==> src/assert_macros.svh <==
// Assertion macros used by the top-level RTL file; they expect clk and rst_n in scope.
`ifndef ASSERT_MACROS_SVH
`define ASSERT_MACROS_SVH

// ante holds at an edge -> cons holds at the same edge
`define ECM_ASSERT_IMPLY(lbl, ante, cons) \
    lbl: assert property (@(posedge clk) disable iff (!rst_n) (ante) |-> (cons)) \
        else $error("implication check failed");

// ante holds at an edge -> cons holds after the delay given by dly
`define ECM_ASSERT_DELAY(lbl, ante, dly, cons) \
    lbl: assert property (@(posedge clk) disable iff (!rst_n) (ante) |-> ##(dly) (cons)) \
        else $error("delayed check failed");

`endif

==> src/ecm_pkg.sv <==
// Package for the elevation color map: widths, constants, classes and shared types.
`default_nettype none

package ecm_pkg;

    localparam int ECM_DATA_W        = 16;
    localparam int ECM_DIFF_W        = 16;
    localparam int ECM_CH_W          = 8;
    localparam int ECM_CFG_IDX_W     = 2;
    localparam int ECM_FRACTION_BITS = 16;

    // register indexes
    localparam logic [ECM_CFG_IDX_W-1:0] CFG_MIN_LEVEL = 2'd0;
    localparam logic [ECM_CFG_IDX_W-1:0] CFG_SEA_LEVEL = 2'd1;
    localparam logic [ECM_CFG_IDX_W-1:0] CFG_MAX_LEVEL = 2'd2;

    localparam logic signed [ECM_DATA_W-1:0] MIN_LEVEL_RST = -16'sd11000;
    localparam logic signed [ECM_DATA_W-1:0] SEA_LEVEL_RST = 16'sd0;
    localparam logic signed [ECM_DATA_W-1:0] MAX_LEVEL_RST = 16'sd9000;

    // channel coefficients, 1.0 = 255
    localparam int CH_FULL     = 255;   // 1.0
    localparam int GREEN_FLAT  = 153;   // 0.6
    localparam int GREEN_BASE  = 306;   // 1.2
    localparam int GREEN_SLOPE = 459;   // 1.8
    localparam int RED_SLOPE   = 765;   // 3.0
    localparam int BLUE_BASE   = 510;   // 2.0

    typedef enum logic [2:0] {
        CLS_MISSING,
        CLS_LOW,
        CLS_WATER,
        CLS_HIGH,
        CLS_LAND
    } ecm_class_t;

    typedef struct packed {
        logic       valid;
        ecm_class_t cls;
    } ecm_tag_t;

    typedef struct packed {
        logic signed [ECM_DATA_W-1:0] min_level;
        logic signed [ECM_DATA_W-1:0] sea_level;
        logic signed [ECM_DATA_W-1:0] max_level;
    } ecm_levels_t;

    typedef struct packed {
        logic signed [ECM_DATA_W-1:0] elevation;
        logic                         is_missing;
    } ecm_request_t;

    typedef struct packed {
        logic [ECM_CH_W-1:0] red;
        logic [ECM_CH_W-1:0] green;
        logic [ECM_CH_W-1:0] blue;
        logic                opaque;
    } ecm_result_t;

endpackage

`default_nettype wire

==> src/ecm_front.sv <==
// Entry stage: classifies the sample and forms the divider operands.
`default_nettype none

module ecm_front
    import ecm_pkg::*;
(
    input  wire logic                  clk,
    input  wire logic                  rst_n,
    input  wire logic                  accept,
    input  wire ecm_request_t          request,
    input  wire ecm_levels_t           levels,
    output ecm_tag_t                   tag,
    output logic [ECM_DIFF_W-1:0]      num,
    output logic [ECM_DIFF_W-1:0]      den
);

    logic signed [ECM_DATA_W:0] v_x;
    logic signed [ECM_DATA_W:0] lo_x;
    logic signed [ECM_DATA_W:0] sea_x;
    logic signed [ECM_DATA_W:0] hi_x;
    logic signed [ECM_DATA_W:0] water_num;
    logic signed [ECM_DATA_W:0] water_den;
    logic signed [ECM_DATA_W:0] land_num;
    logic signed [ECM_DATA_W:0] land_den;

    ecm_tag_t                tag_reg;
    ecm_tag_t                tag_next;
    logic [ECM_DIFF_W-1:0]   num_reg;
    logic [ECM_DIFF_W-1:0]   num_next;
    logic [ECM_DIFF_W-1:0]   den_reg;
    logic [ECM_DIFF_W-1:0]   den_next;

    assign v_x   = (ECM_DATA_W+1)'(request.elevation);
    assign lo_x  = (ECM_DATA_W+1)'(levels.min_level);
    assign sea_x = (ECM_DATA_W+1)'(levels.sea_level);
    assign hi_x  = (ECM_DATA_W+1)'(levels.max_level);

    assign water_num = v_x - lo_x;
    assign water_den = sea_x - lo_x;
    assign land_num  = v_x - sea_x;
    assign land_den  = hi_x - sea_x;

    always_comb
    begin
        tag_next.valid = accept;
        num_next       = '0;
        den_next       = ECM_DIFF_W'(1);
        priority if (request.is_missing)
        begin
            tag_next.cls = CLS_MISSING;
        end
        else if (v_x < lo_x)
        begin
            tag_next.cls = CLS_LOW;
        end
        else if (v_x < sea_x)
        begin
            tag_next.cls = CLS_WATER;
            num_next     = water_num[ECM_DIFF_W-1:0];
            den_next     = water_den[ECM_DIFF_W-1:0];
        end
        else if (v_x > hi_x)
        begin
            tag_next.cls = CLS_HIGH;
        end
        else
        begin
            tag_next.cls = CLS_LAND;
            // sea equal to max: fraction is zero
            if (land_den != '0)
            begin
                num_next = land_num[ECM_DIFF_W-1:0];
                den_next = land_den[ECM_DIFF_W-1:0];
            end
        end
    end

    always_ff @(posedge clk or negedge rst_n)
    begin
        if (!rst_n)
        begin
            tag_reg <= '{valid: 1'b0, cls: CLS_MISSING};
        end
        else
        begin
            tag_reg <= tag_next;
        end
    end

    always_ff @(posedge clk)
    begin
        num_reg <= num_next;
        den_reg <= den_next;
    end

    assign tag = tag_reg;
    assign num = num_reg;
    assign den = den_reg;

endmodule

`default_nettype wire

==> src/ecm_divider.sv <==
// Pipelined restoring divider: one quotient bit per register stage.
`default_nettype none

module ecm_divider
    import ecm_pkg::*;
#(
    parameter int FRACTION_BITS = ECM_FRACTION_BITS
)
(
    input  wire logic                   clk,
    input  wire logic                   rst_n,
    input  wire ecm_tag_t               tag_in,
    input  wire logic [ECM_DIFF_W-1:0]  num,
    input  wire logic [ECM_DIFF_W-1:0]  den,
    output ecm_tag_t                    tag_out,
    output logic [FRACTION_BITS:0]      quot
);

    localparam int STEPS = FRACTION_BITS + 1;

    ecm_tag_t               tag_reg  [STEPS];
    logic [ECM_DIFF_W-1:0]  rem_reg  [STEPS];
    logic [ECM_DIFF_W-1:0]  den_reg  [STEPS];
    logic [FRACTION_BITS:0] quot_reg [STEPS];

    for (genvar k = 0; k < STEPS; k++)
    begin : g_step
        ecm_tag_t               tag_src;
        logic [ECM_DIFF_W-1:0]  rem_src;
        logic [ECM_DIFF_W-1:0]  den_src;
        logic [FRACTION_BITS:0] quot_src;
        logic [ECM_DIFF_W:0]    shifted;
        logic                   fits;
        logic [ECM_DIFF_W:0]    diff;
        logic [ECM_DIFF_W-1:0]  rem_next;
        logic [FRACTION_BITS:0] quot_next;

        if (k == 0)
        begin : g_first
            // numerator never exceeds the divisor: top bit set only when equal
            assign tag_src  = tag_in;
            assign rem_src  = num;
            assign den_src  = den;
            assign quot_src = '0;
            assign shifted  = {1'b0, rem_src};
        end
        else
        begin : g_next
            assign tag_src  = tag_reg[k-1];
            assign rem_src  = rem_reg[k-1];
            assign den_src  = den_reg[k-1];
            assign quot_src = quot_reg[k-1];
            assign shifted  = {rem_src, 1'b0};
        end

        assign fits      = shifted >= {1'b0, den_src};
        assign diff      = shifted - {1'b0, den_src};
        assign rem_next  = fits ? diff[ECM_DIFF_W-1:0] : shifted[ECM_DIFF_W-1:0];
        assign quot_next = {quot_src[FRACTION_BITS-1:0], fits};

        always_ff @(posedge clk or negedge rst_n)
        begin
            if (!rst_n)
            begin
                tag_reg[k] <= '{valid: 1'b0, cls: CLS_MISSING};
            end
            else
            begin
                tag_reg[k] <= tag_src;
            end
        end

        always_ff @(posedge clk)
        begin
            rem_reg[k]  <= rem_next;
            den_reg[k]  <= den_src;
            quot_reg[k] <= quot_next;
        end
    end

    assign tag_out = tag_reg[STEPS-1];
    assign quot    = quot_reg[STEPS-1];

endmodule

`default_nettype wire

==> src/ecm_shade.sv <==
// Color stages: scaled products of the fraction, then segment select and truncation.
`default_nettype none

module ecm_shade
    import ecm_pkg::*;
#(
    parameter int FRACTION_BITS = ECM_FRACTION_BITS
)
(
    input  wire logic                   clk,
    input  wire logic                   rst_n,
    input  wire ecm_tag_t               tag_in,
    input  wire logic [FRACTION_BITS:0] quot,
    output logic                        done,
    output ecm_result_t                 result
);

    localparam int F      = FRACTION_BITS;
    localparam int P255_W = F + 8;
    localparam int P459_W = F + 9;
    localparam int P765_W = F + 10;

    localparam logic [P459_W-1:0] G_BASE_FX = {9'(GREEN_BASE), {F{1'b0}}};
    localparam logic [P765_W-1:0] R_BASE_FX = {10'(RED_SLOPE), {F{1'b0}}};
    localparam logic [P765_W-1:0] B_BASE_FX = {10'(BLUE_BASE), {F{1'b0}}};

    localparam logic [ECM_CH_W-1:0] CH_ON  = ECM_CH_W'(CH_FULL);
    localparam logic [ECM_CH_W-1:0] CH_OFF = '0;

    logic [F+2:0]        t3;
    logic [P255_W-1:0]   p255_next;
    logic [P459_W-1:0]   p459_next;
    logic [P765_W-1:0]   p765_next;

    ecm_tag_t            tag_reg;
    logic [P255_W-1:0]   p255_reg;
    logic [P459_W-1:0]   p459_reg;
    logic [P765_W-1:0]   p765_reg;
    logic                seg_lo_reg;
    logic                seg_mid_reg;

    logic [P459_W-1:0]   green_diff;
    logic [P765_W-1:0]   red_diff;
    logic [P765_W-1:0]   blue_diff;

    logic                done_reg;
    ecm_result_t         result_reg;
    ecm_result_t         result_next;

    assign t3        = {quot, 1'b0} + (F+3)'(quot);
    assign p255_next = P255_W'(quot) * P255_W'(CH_FULL);
    assign p459_next = P459_W'(quot) * P459_W'(GREEN_SLOPE);
    assign p765_next = P765_W'(quot) * P765_W'(RED_SLOPE);

    always_ff @(posedge clk or negedge rst_n)
    begin
        if (!rst_n)
        begin
            tag_reg  <= '{valid: 1'b0, cls: CLS_MISSING};
            done_reg <= 1'b0;
        end
        else
        begin
            tag_reg  <= tag_in;
            done_reg <= tag_reg.valid;
        end
    end

    always_ff @(posedge clk)
    begin
        p255_reg    <= p255_next;
        p459_reg    <= p459_next;
        p765_reg    <= p765_next;
        seg_lo_reg  <= (t3[F+2:F] == '0);
        seg_mid_reg <= (t3[F+2:F+1] == '0);
        result_reg  <= result_next;
    end

    assign green_diff = G_BASE_FX - p459_reg;
    assign red_diff   = R_BASE_FX - p765_reg;
    assign blue_diff  = p765_reg - B_BASE_FX;

    always_comb
    begin
        result_next.opaque = 1'b1;
        unique case (tag_reg.cls)
            CLS_MISSING:
            begin
                result_next.red    = CH_ON;
                result_next.green  = CH_ON;
                result_next.blue   = CH_ON;
                result_next.opaque = 1'b0;
            end
            CLS_LOW:
            begin
                result_next.red   = CH_OFF;
                result_next.green = CH_OFF;
                result_next.blue  = CH_ON;
            end
            CLS_WATER:
            begin
                result_next.red   = CH_OFF;
                result_next.green = p255_reg[F+7:F];
                result_next.blue  = CH_ON;
            end
            CLS_HIGH:
            begin
                result_next.red   = CH_ON;
                result_next.green = CH_OFF;
                result_next.blue  = CH_ON;
            end
            CLS_LAND:
            begin
                priority if (seg_lo_reg)
                begin
                    result_next.red   = p765_reg[F+7:F];
                    result_next.green = ECM_CH_W'(GREEN_FLAT);
                    result_next.blue  = CH_OFF;
                end
                else if (seg_mid_reg)
                begin
                    result_next.red   = CH_ON;
                    result_next.green = green_diff[F+7:F];
                    result_next.blue  = CH_OFF;
                end
                else
                begin
                    result_next.red   = red_diff[F+7:F];
                    result_next.green = CH_OFF;
                    result_next.blue  = blue_diff[F+7:F];
                end
            end
            default:
            begin
                result_next.red   = CH_OFF;
                result_next.green = CH_OFF;
                result_next.blue  = CH_OFF;
            end
        endcase
    end

    assign done   = done_reg;
    assign result = result_reg;

endmodule

`default_nettype wire

==> src/elevation_color_map.sv <==
// Top level of the elevation color map: level registers, pipeline and checks.
`default_nettype none
`include "assert_macros.svh"

// Takes one elevation request per clock: busy is always low, so a request is
// accepted whenever start is high. Each request gives one color on result,
// marked by a single-cycle done pulse; the receiver must take it in that cycle.
// A request passes through an entry stage, the divider that forms the
// normalized fraction, one quotient bit per pipeline stage, and two color
// stages. The level registers are read when a request enters, so write them
// only when no request is in flight.

module elevation_color_map
    import ecm_pkg::*;
#(
    parameter int FRACTION_BITS = ECM_FRACTION_BITS
)
(
    input  wire logic                      clk,
    input  wire logic                      rst_n,
    input  wire logic                      start,
    output logic                           busy,
    input  wire ecm_request_t              request,
    output logic                           done,
    output ecm_result_t                    result,
    input  wire logic                      cfg_write,
    input  wire logic [ECM_CFG_IDX_W-1:0]  cfg_index,
    input  wire logic [ECM_DATA_W-1:0]     cfg_data
);

    localparam int LATENCY = FRACTION_BITS + 4;

    ecm_levels_t            levels_reg;
    ecm_levels_t            levels_next;
    logic                   accept;

    ecm_tag_t               front_tag;
    logic [ECM_DIFF_W-1:0]  front_num;
    logic [ECM_DIFF_W-1:0]  front_den;
    ecm_tag_t               div_tag;
    logic [FRACTION_BITS:0] div_quot;

    assign busy   = 1'b0;
    assign accept = start && !busy;

    always_comb
    begin
        levels_next = levels_reg;
        if (cfg_write)
        begin
            unique case (cfg_index)
                CFG_MIN_LEVEL: levels_next.min_level = cfg_data;
                CFG_SEA_LEVEL: levels_next.sea_level = cfg_data;
                CFG_MAX_LEVEL: levels_next.max_level = cfg_data;
                default:       levels_next = levels_reg;
            endcase
        end
    end

    always_ff @(posedge clk or negedge rst_n)
    begin
        if (!rst_n)
        begin
            levels_reg <= '{min_level: MIN_LEVEL_RST,
                            sea_level: SEA_LEVEL_RST,
                            max_level: MAX_LEVEL_RST};
        end
        else
        begin
            levels_reg <= levels_next;
        end
    end

    ecm_front u_front (
        .clk     (clk),
        .rst_n   (rst_n),
        .accept  (accept),
        .request (request),
        .levels  (levels_reg),
        .tag     (front_tag),
        .num     (front_num),
        .den     (front_den)
    );

    ecm_divider #(
        .FRACTION_BITS (FRACTION_BITS)
    ) u_divider (
        .clk     (clk),
        .rst_n   (rst_n),
        .tag_in  (front_tag),
        .num     (front_num),
        .den     (front_den),
        .tag_out (div_tag),
        .quot    (div_quot)
    );

    ecm_shade #(
        .FRACTION_BITS (FRACTION_BITS)
    ) u_shade (
        .clk    (clk),
        .rst_n  (rst_n),
        .tag_in (div_tag),
        .quot   (div_quot),
        .done   (done),
        .result (result)
    );

    // every request comes out after the fixed latency, and nothing else does
    `ECM_ASSERT_DELAY(a_req_to_done, accept, LATENCY, done)
    `ECM_ASSERT_IMPLY(a_done_has_req, done, $past(accept, LATENCY))
    // a transparent result is always white
    `ECM_ASSERT_IMPLY(a_missing_white, done && !result.opaque,
        result.red == 8'hFF && result.green == 8'hFF && result.blue == 8'hFF)

endmodule

`default_nettype wire
==> config.mk <==
export PLATFORM = sky130hd
export DESIGN_NAME = elevation_color_map
export DESIGN_NICKNAME = d
export VERILOG_FILES = /design/src/ecm_pkg.sv /design/src/ecm_front.sv /design/src/ecm_divider.sv /design/src/ecm_shade.sv /design/src/elevation_color_map.sv
export VERILOG_INCLUDE_DIRS = /design/src /design/src/src
export SDC_FILE = /design/constraint.sdc
export NUM_CORES = 2
export LEC_CHECK = 0
export ABC_AREA = 1
export BUFFER_PORTS_ARGS = -buffer_cell sky130_fd_sc_hd__buf_2
export CAP_MARGIN = 10
export CORE_MARGIN = 4
export CORE_UTILIZATION = 55
export CTS_CLUSTER_SIZE = 28
export DETAILED_ROUTE_END_ITERATION = 12
export MAX_ROUTING_LAYER = met4
export PLACE_DENSITY = 0.77
export SYNTH_ARGS = -nofsm -noshare
export SYNTH_HDL_FRONTEND = slang
export SYNTH_HIERARCHICAL = 1
export SYNTH_SLANG_ARGS = --single-unit
==> constraint.sdc <==
create_clock -name clk -period 6.1 [get_ports clk]
set_input_delay 0.305 -clock clk [delete_from_list [all_inputs] [get_ports clk]]
set_output_delay 0.305 -clock clk [all_outputs]
set_load 0.01 [all_outputs]
-- Word level (Yosys, flattened, before mapping)
Memories as Yosys holds them, arrays and structs flattened.
Cells that the tools add are included.
- flip-flop bits (word level): 256
- bits in writable memories: 833
- input bits: 39
- output and inout port bits: 27
- word-level logic and storage cells: 150
- memories: 3
- $add $sub $neg: 25
- multipliers: 3
- order comparisons: 20
- equality and inequality tests: 6
- muxes and demuxes: 31
- reductions and logical operators: 9
- memory list (name ; words ; width ; read ports ; clocked after Yosys merged registers in ; wr ports ; line ; source):
    u_divider.quot_reg ; 17 ; 17 ; 17 ; 0 ; 17 ; ecm_divider.sv:24 ; logic [FRACTION_BITS:0] quot_reg [STEPS];
    u_divider.den_reg ; 17 ; 16 ; 16 ; 0 ; 17 ; ecm_divider.sv:23 ; logic [ECM_DIFF_W-1:0] den_reg [STEPS];
    u_divider.rem_reg ; 17 ; 16 ; 16 ; 0 ; 17 ; ecm_divider.sv:22 ; logic [ECM_DIFF_W-1:0] rem_reg [STEPS];
- operator list (cell ; number):
    $mux 16 ; 23
    $sub 16x16->16 ; 20
    $ge 17x16->1 ; 16
    $pmux 24 s5 ; 1
    $mux 24 ; 2
    $lt 16x16->1 ; 2
    $mul 17x10->24 const B ; 1
    $mul 17x8->24 const B ; 1
    $mul 17x9->24 const B ; 1
    $sub 22x24->24 const A ; 1
    $sub 24x24->24 const A ; 1
    $sub 24x24->24 const B ; 1
    $add 18x17->19 ; 1
    $reduce_bool 17->1 ; 1
    $sub 16x16->17 ; 1
    $ge 16x16->1 ; 1
    $gt 16x16->1 ; 1
    $mux 3 ; 4
    $eq 3x2->1 const B ; 2
    $logic_not 3->1 ; 2
    $reduce_and 2->1 ; 3
    $logic_not 2->1 ; 2
    $eq 3x1->1 const B ; 1
    $eq 3x3->1 const B ; 1
    4 further kinds ; 4

-- Depth between registers and ports, before layout
- depth in word-level cells: 5
- depth in mapped cells: 20
- depth with buffers taken out: 20

-- By module
Netlist, hierarchy kept.
- by module, submodules not included (module ; times used ; cells each ; area each (µm²) ; sequential area each (µm²)):
    ecm_divider ; 1 ; 4970 ; 36192.2 ; 15014.4
    ecm_shade ; 1 ; 1593 ; 12867.3 ; 1766.7
    ecm_front ; 1 ; 855 ; 5388.9 ; 740.7
    elevation_color_map ; 1 ; 216 ; 2069.5 ; 1214.9

-- Worst setup path after synthesis
OpenSTA, ideal clock, no wires.
- kind: register to register
- start point: memory u_divider/quot_reg[16][9] (netlist name)
- end point: register u_shade.p765_reg[21]
- library setup time: 0.122 ns
- arrival: 4.371 ns
- required time: 5.978 ns
- slack: 1.607 ns
- cell stages (with the launch flop): 16
- path buffers: 0
- path through: dfxtp_1 inv_1 fa_1 inv_1 fa_1 fa_1 fa_1 inv_1 fa_1 inv_1 ha_1 a21oi_1 o21ai_0 a21oi_1 nand3_1 xor2_1
- RTL lines (element ; line ; source):
    start: declaration ; ecm_divider.sv:24 ;
    end signal: assignment ; ecm_shade.sv:73 ; p765_reg <= p765_next;
    end: declaration ; ecm_shade.sv:38 ; logic [P765_W-1:0] p765_reg;

==> flow_summary.rst <==
.. list-table::
   :header-rows: 1

   * - Metric
     - Value
   * - Placement row count
     - 117
   * - Seq cells post-synth
     - 904
   * - Post-Syn Instances
     - 7634
   * - Total nets after synthesis
     - 8397
   * - Share of cell area taken by muxes after synthesis
     - 0
   * - Final std cells w/o fill
     - 9179
   * - Max-capacitance violation count
     - 0
   * - Worst EP arrival
     - 5.57 ns
   * - Clock root buffer
     - clkbuf_16
   * - Final #Nets
     - 8495
   * - Die width
     - 329 um
   * - XOR/XNOR Fraction of Synth Area
     - 0.0325
   * - Initial Utilization
     - 0.555
   * - Number of buffers created by CTS
     - 94
   * - Count of cell types in the netlist
     - 62
   * - Maximum buffer depth of the clock tree
     - 3
   * - # DRC
     - 0
   * - Clock tree from TritonCTS
     - done
   * - Iteration count of the initial detailed-routing pass
     - 6
   * - Top library cells by usage in the layout, fill and taps aside
     - 2353 x nand2_1, 1440 x inv_1, 779 x dfxtp_1
   * - Vias per cell
     - 5.13
   * - Kind of launch point of the worst setup path
     - flip-flop
   * - Slew Limit Headroom
     - 0.354
   * - Buffers and inverters on the worst path
     - 4
   * - TritonCTS Sinks
     - 904
   * - Critical Path End Type
     - flip-flop
   * - Sequence of cells on the critical path
     - inv_1 -> fa_1 -> inv_1 -> fa_1 -> fa_1 -> fa_1 -> inv_1 -> fa_1 -> inv_1 -> ha_1 -> a21oi_1 -> o21ai_0 -> a21oi_1 -> nand3_1 -> xor2_1
   * - Adder-cell area share of the yosys netlist
     - 0.188
   * - Post-layout util
     - 0.602
   * - HPWL Detailed
     - 116 mm
   * - Die ar.
     - 0.108 sq mm
   * - Fraction of the mapped netlist area in compound gates
     - 0.0460
   * - Count of antenna diodes in the layout
     - 0
   * - Stages on the worst setup path
     - 15
   * - Via count of the first global-routing pass
     - 45900
   * - Setup Total Neg Slack
     - 0 ns
   * - Highest clock frequency the design can meet
     - 201 MHz
   * - Final Hold Viols
     - 0
   * - Die outline height
     - 329 um
   * - Wire length reported by the detailed router
     - 144 mm
   * - Number of placed instances, taps included
     - 8985
   * - Cell type group with the largest total delay on the critical path
     - adder cells
   * - Required time reported for the critical path endpoint
     - 6.69 ns
   * - Total of cells resized after clock tree synthesis
     - 0
   * - Slew @ Worst Pin
     - 0.970 ns
   * - Leading register cell type out of synthesis
     - dfxtp_1
   * - Cell area after placement
     - 0.0579 sq mm
   * - GR Util All Layers
     - 0.274
   * - Unrepaired setup endpoints after global routing
     - false
   * - Depth of the CTS H-tree
     - 3
   * - Cell type with the highest occurrence count on the critical path
     - fa_1
   * - First-pass GRT wire length
     - 234 mm
   * - Post-synthesis async set-or-reset flop share
     - 0.138
   * - Leftover overflow at the end of global routing
     - 0
   * - Count of flip-flops with a built-in enable after synthesis
     - 0
   * - Leading cell type in the layout, fill and taps excluded
     - nand2_1
   * - Maximum single-stage delay on the critical path
     - 0.70 ns
   * - YS warnings
     - 6
   * - Vias
     - 47100
   * - Max-slew violations
     - 0
   * - Sequential fraction of the synthesis area
     - 0.332
   * - Post-synthesis cell area
     - 0.0565 sq mm
   * - Outcome
     - complete, no violations
   * - Hold Crit Depth
     - 3
   * - ANT nets after route
     - 0
   * - Core footprint
     - 0.102 sq mm
   * - Crit Path Category
     - reg -> reg
   * - Signed area change from the synthesized netlist to the final layout
     - 8.45%
   * - Share of cells above drive strength 1
     - 0.0577
   * - Antenna violations before repair
     - 0
   * - Fraction of the cycle the final worst path needs
     - 0.817
   * - Clock network latency to the later pin of the worst-skew pair
     - 0.70 ns
   * - # IOs
     - 66
   * - Library cell contributing the largest single delay on the critical path
     - dfxtp_1
   * - Min-Delay Path Class
     - in -> reg
   * - Avg Cell Area, Syn
     - 7.40 sq um
   * - Finish-stage setup viols
     - 0
   * - 1st-iter DRT viols
     - 3014
   * - Clk_skew
     - 0.0389 ns
   * - Tmin final
     - 4.98 ns
   * - Critical Path Fanout Max
     - 10
   * - Post-synthesis simple-gate area fraction
     - 0.293
   * - Summed area of non-filler cells in the final layout
     - 0.0613 sq mm
   * - Input/output buffers
     - 64
   * - Pin count of the biggest net entering global routing
     - 67
   * - Final estimated routing congestion in global placement
     - 0.982
   * - Largest family of logic cells by synthesized area
     - simple AND/OR/NAND/NOR gates
   * - Routed wire per std cell
     - 15.7 um
   * - Clock-pin slew reported for the worst setup and hold paths after clock tree synthesis
     - 0.06 ns
   * - Worst r2r path cells
     - 15
## final timing paths
path / startpoint / to / slack, ns
max in group asynchronous: rst_n / u_divider/g_step[16].tag_src[1] / 4.62
worst max-delay path: u_divider/quot_reg[16][9] / u_shade/p765_reg[21] / 1.12
worst min register to register: u_divider/quot_reg[12][8] / u_divider/quot_reg[13][9] / 0.28
min in group asynchronous: rst_n / levels_reg[27] / 0.15
worst max register to register: u_divider/quot_reg[16][9] / u_shade/p765_reg[21] / 1.12
worst min-delay path: cfg_index[1] / levels_reg[3] / 0.1
## cells by family (layout without fill, tap and decap cells)
family / after synthesis / after routing
XOR/XNOR: 210 / 210
adder cells (fa/ha/maj): 724 / 724
flip-flops: 904 / 904
buffers and inverters: 1552 / 1729
AND/OR/NAND/NOR: 3776 / 3776
other: 1 / 1
AO/OA/AOI/OAI: 467 / 467
## cell usage after synthesis (66+ instances only)
library cell	instances	area share
dfrtp_1	114	0.050
nor2_1	435	0.029
nand3_1	507	0.045
fa_1	206	0.073
ha_1	518	0.11
nand2_1	2353	0.16
nand4_1	146	0.016
xor2_1	144	0.022
inv_1	1440	0.096
xnor2_1	66	0.010
dfxtp_1	779	0.28
o21ai_0	97	0.0086
a21oi_1	285	0.025
## worst register-to-register path, cell delays in order, from the launching register on
cell	delay, ns
dfxtp_1	0.70
inv_1	0.31
fa_1	0.54
inv_1	0.17
fa_1	0.43
fa_1	0.51
fa_1	0.49
inv_1	0.04
fa_1	0.47
inv_1	0.04
ha_1	0.34
a21oi_1	0.26
o21ai_0	0.15
a21oi_1	0.18
nand3_1	0.10
xor2_1	0.14
## stage by stage
| stage | hold slack [ns] | setup slack (ns) |
|---|---|---|
| global placement | 0.299 | 1.08 |
| detailed placement | 0.301 | 1.09 |
| finish | 0.0953 | 1.12 |
| global route | 0.0941 | 0.757 |
| CTS | 0.0363 | 1.07 |
| floorplan | 0.00941 | 1.61 |
## layer usage
| metal | wire [um] | share of wire | GRT usage |
|---|---|---|---|
| met5 | 0 | 0 | - |
| met2 | 67900 | 0.47 | 0.458 |
| met3 | 7980 | 0.055 | 0.0309 |
| met1 | 62600 | 0.44 | 0.345 |
| met4 | 5280 | 0.037 | 0.100 |
## cell type report
type,instances,area [sq um]
tap,1368,1710
inverter,1470,5530
clock buffer,123,2570
multi-input combinational,5178,31600
fill,9395,40600
clock inverter,52,613
timing repair buffer,84,524
sequential,904,18700
## timing repair
action | 4_1_cts | 5_1_grt
buffers inserted | 0 | 0
hold endpoints to repair | 109 | 0
hold buffers | 19 | 0
Power is left out: the tool's default activity adds up to more than one toggle a clock period on the data nets, which glitch-free logic cannot reach.
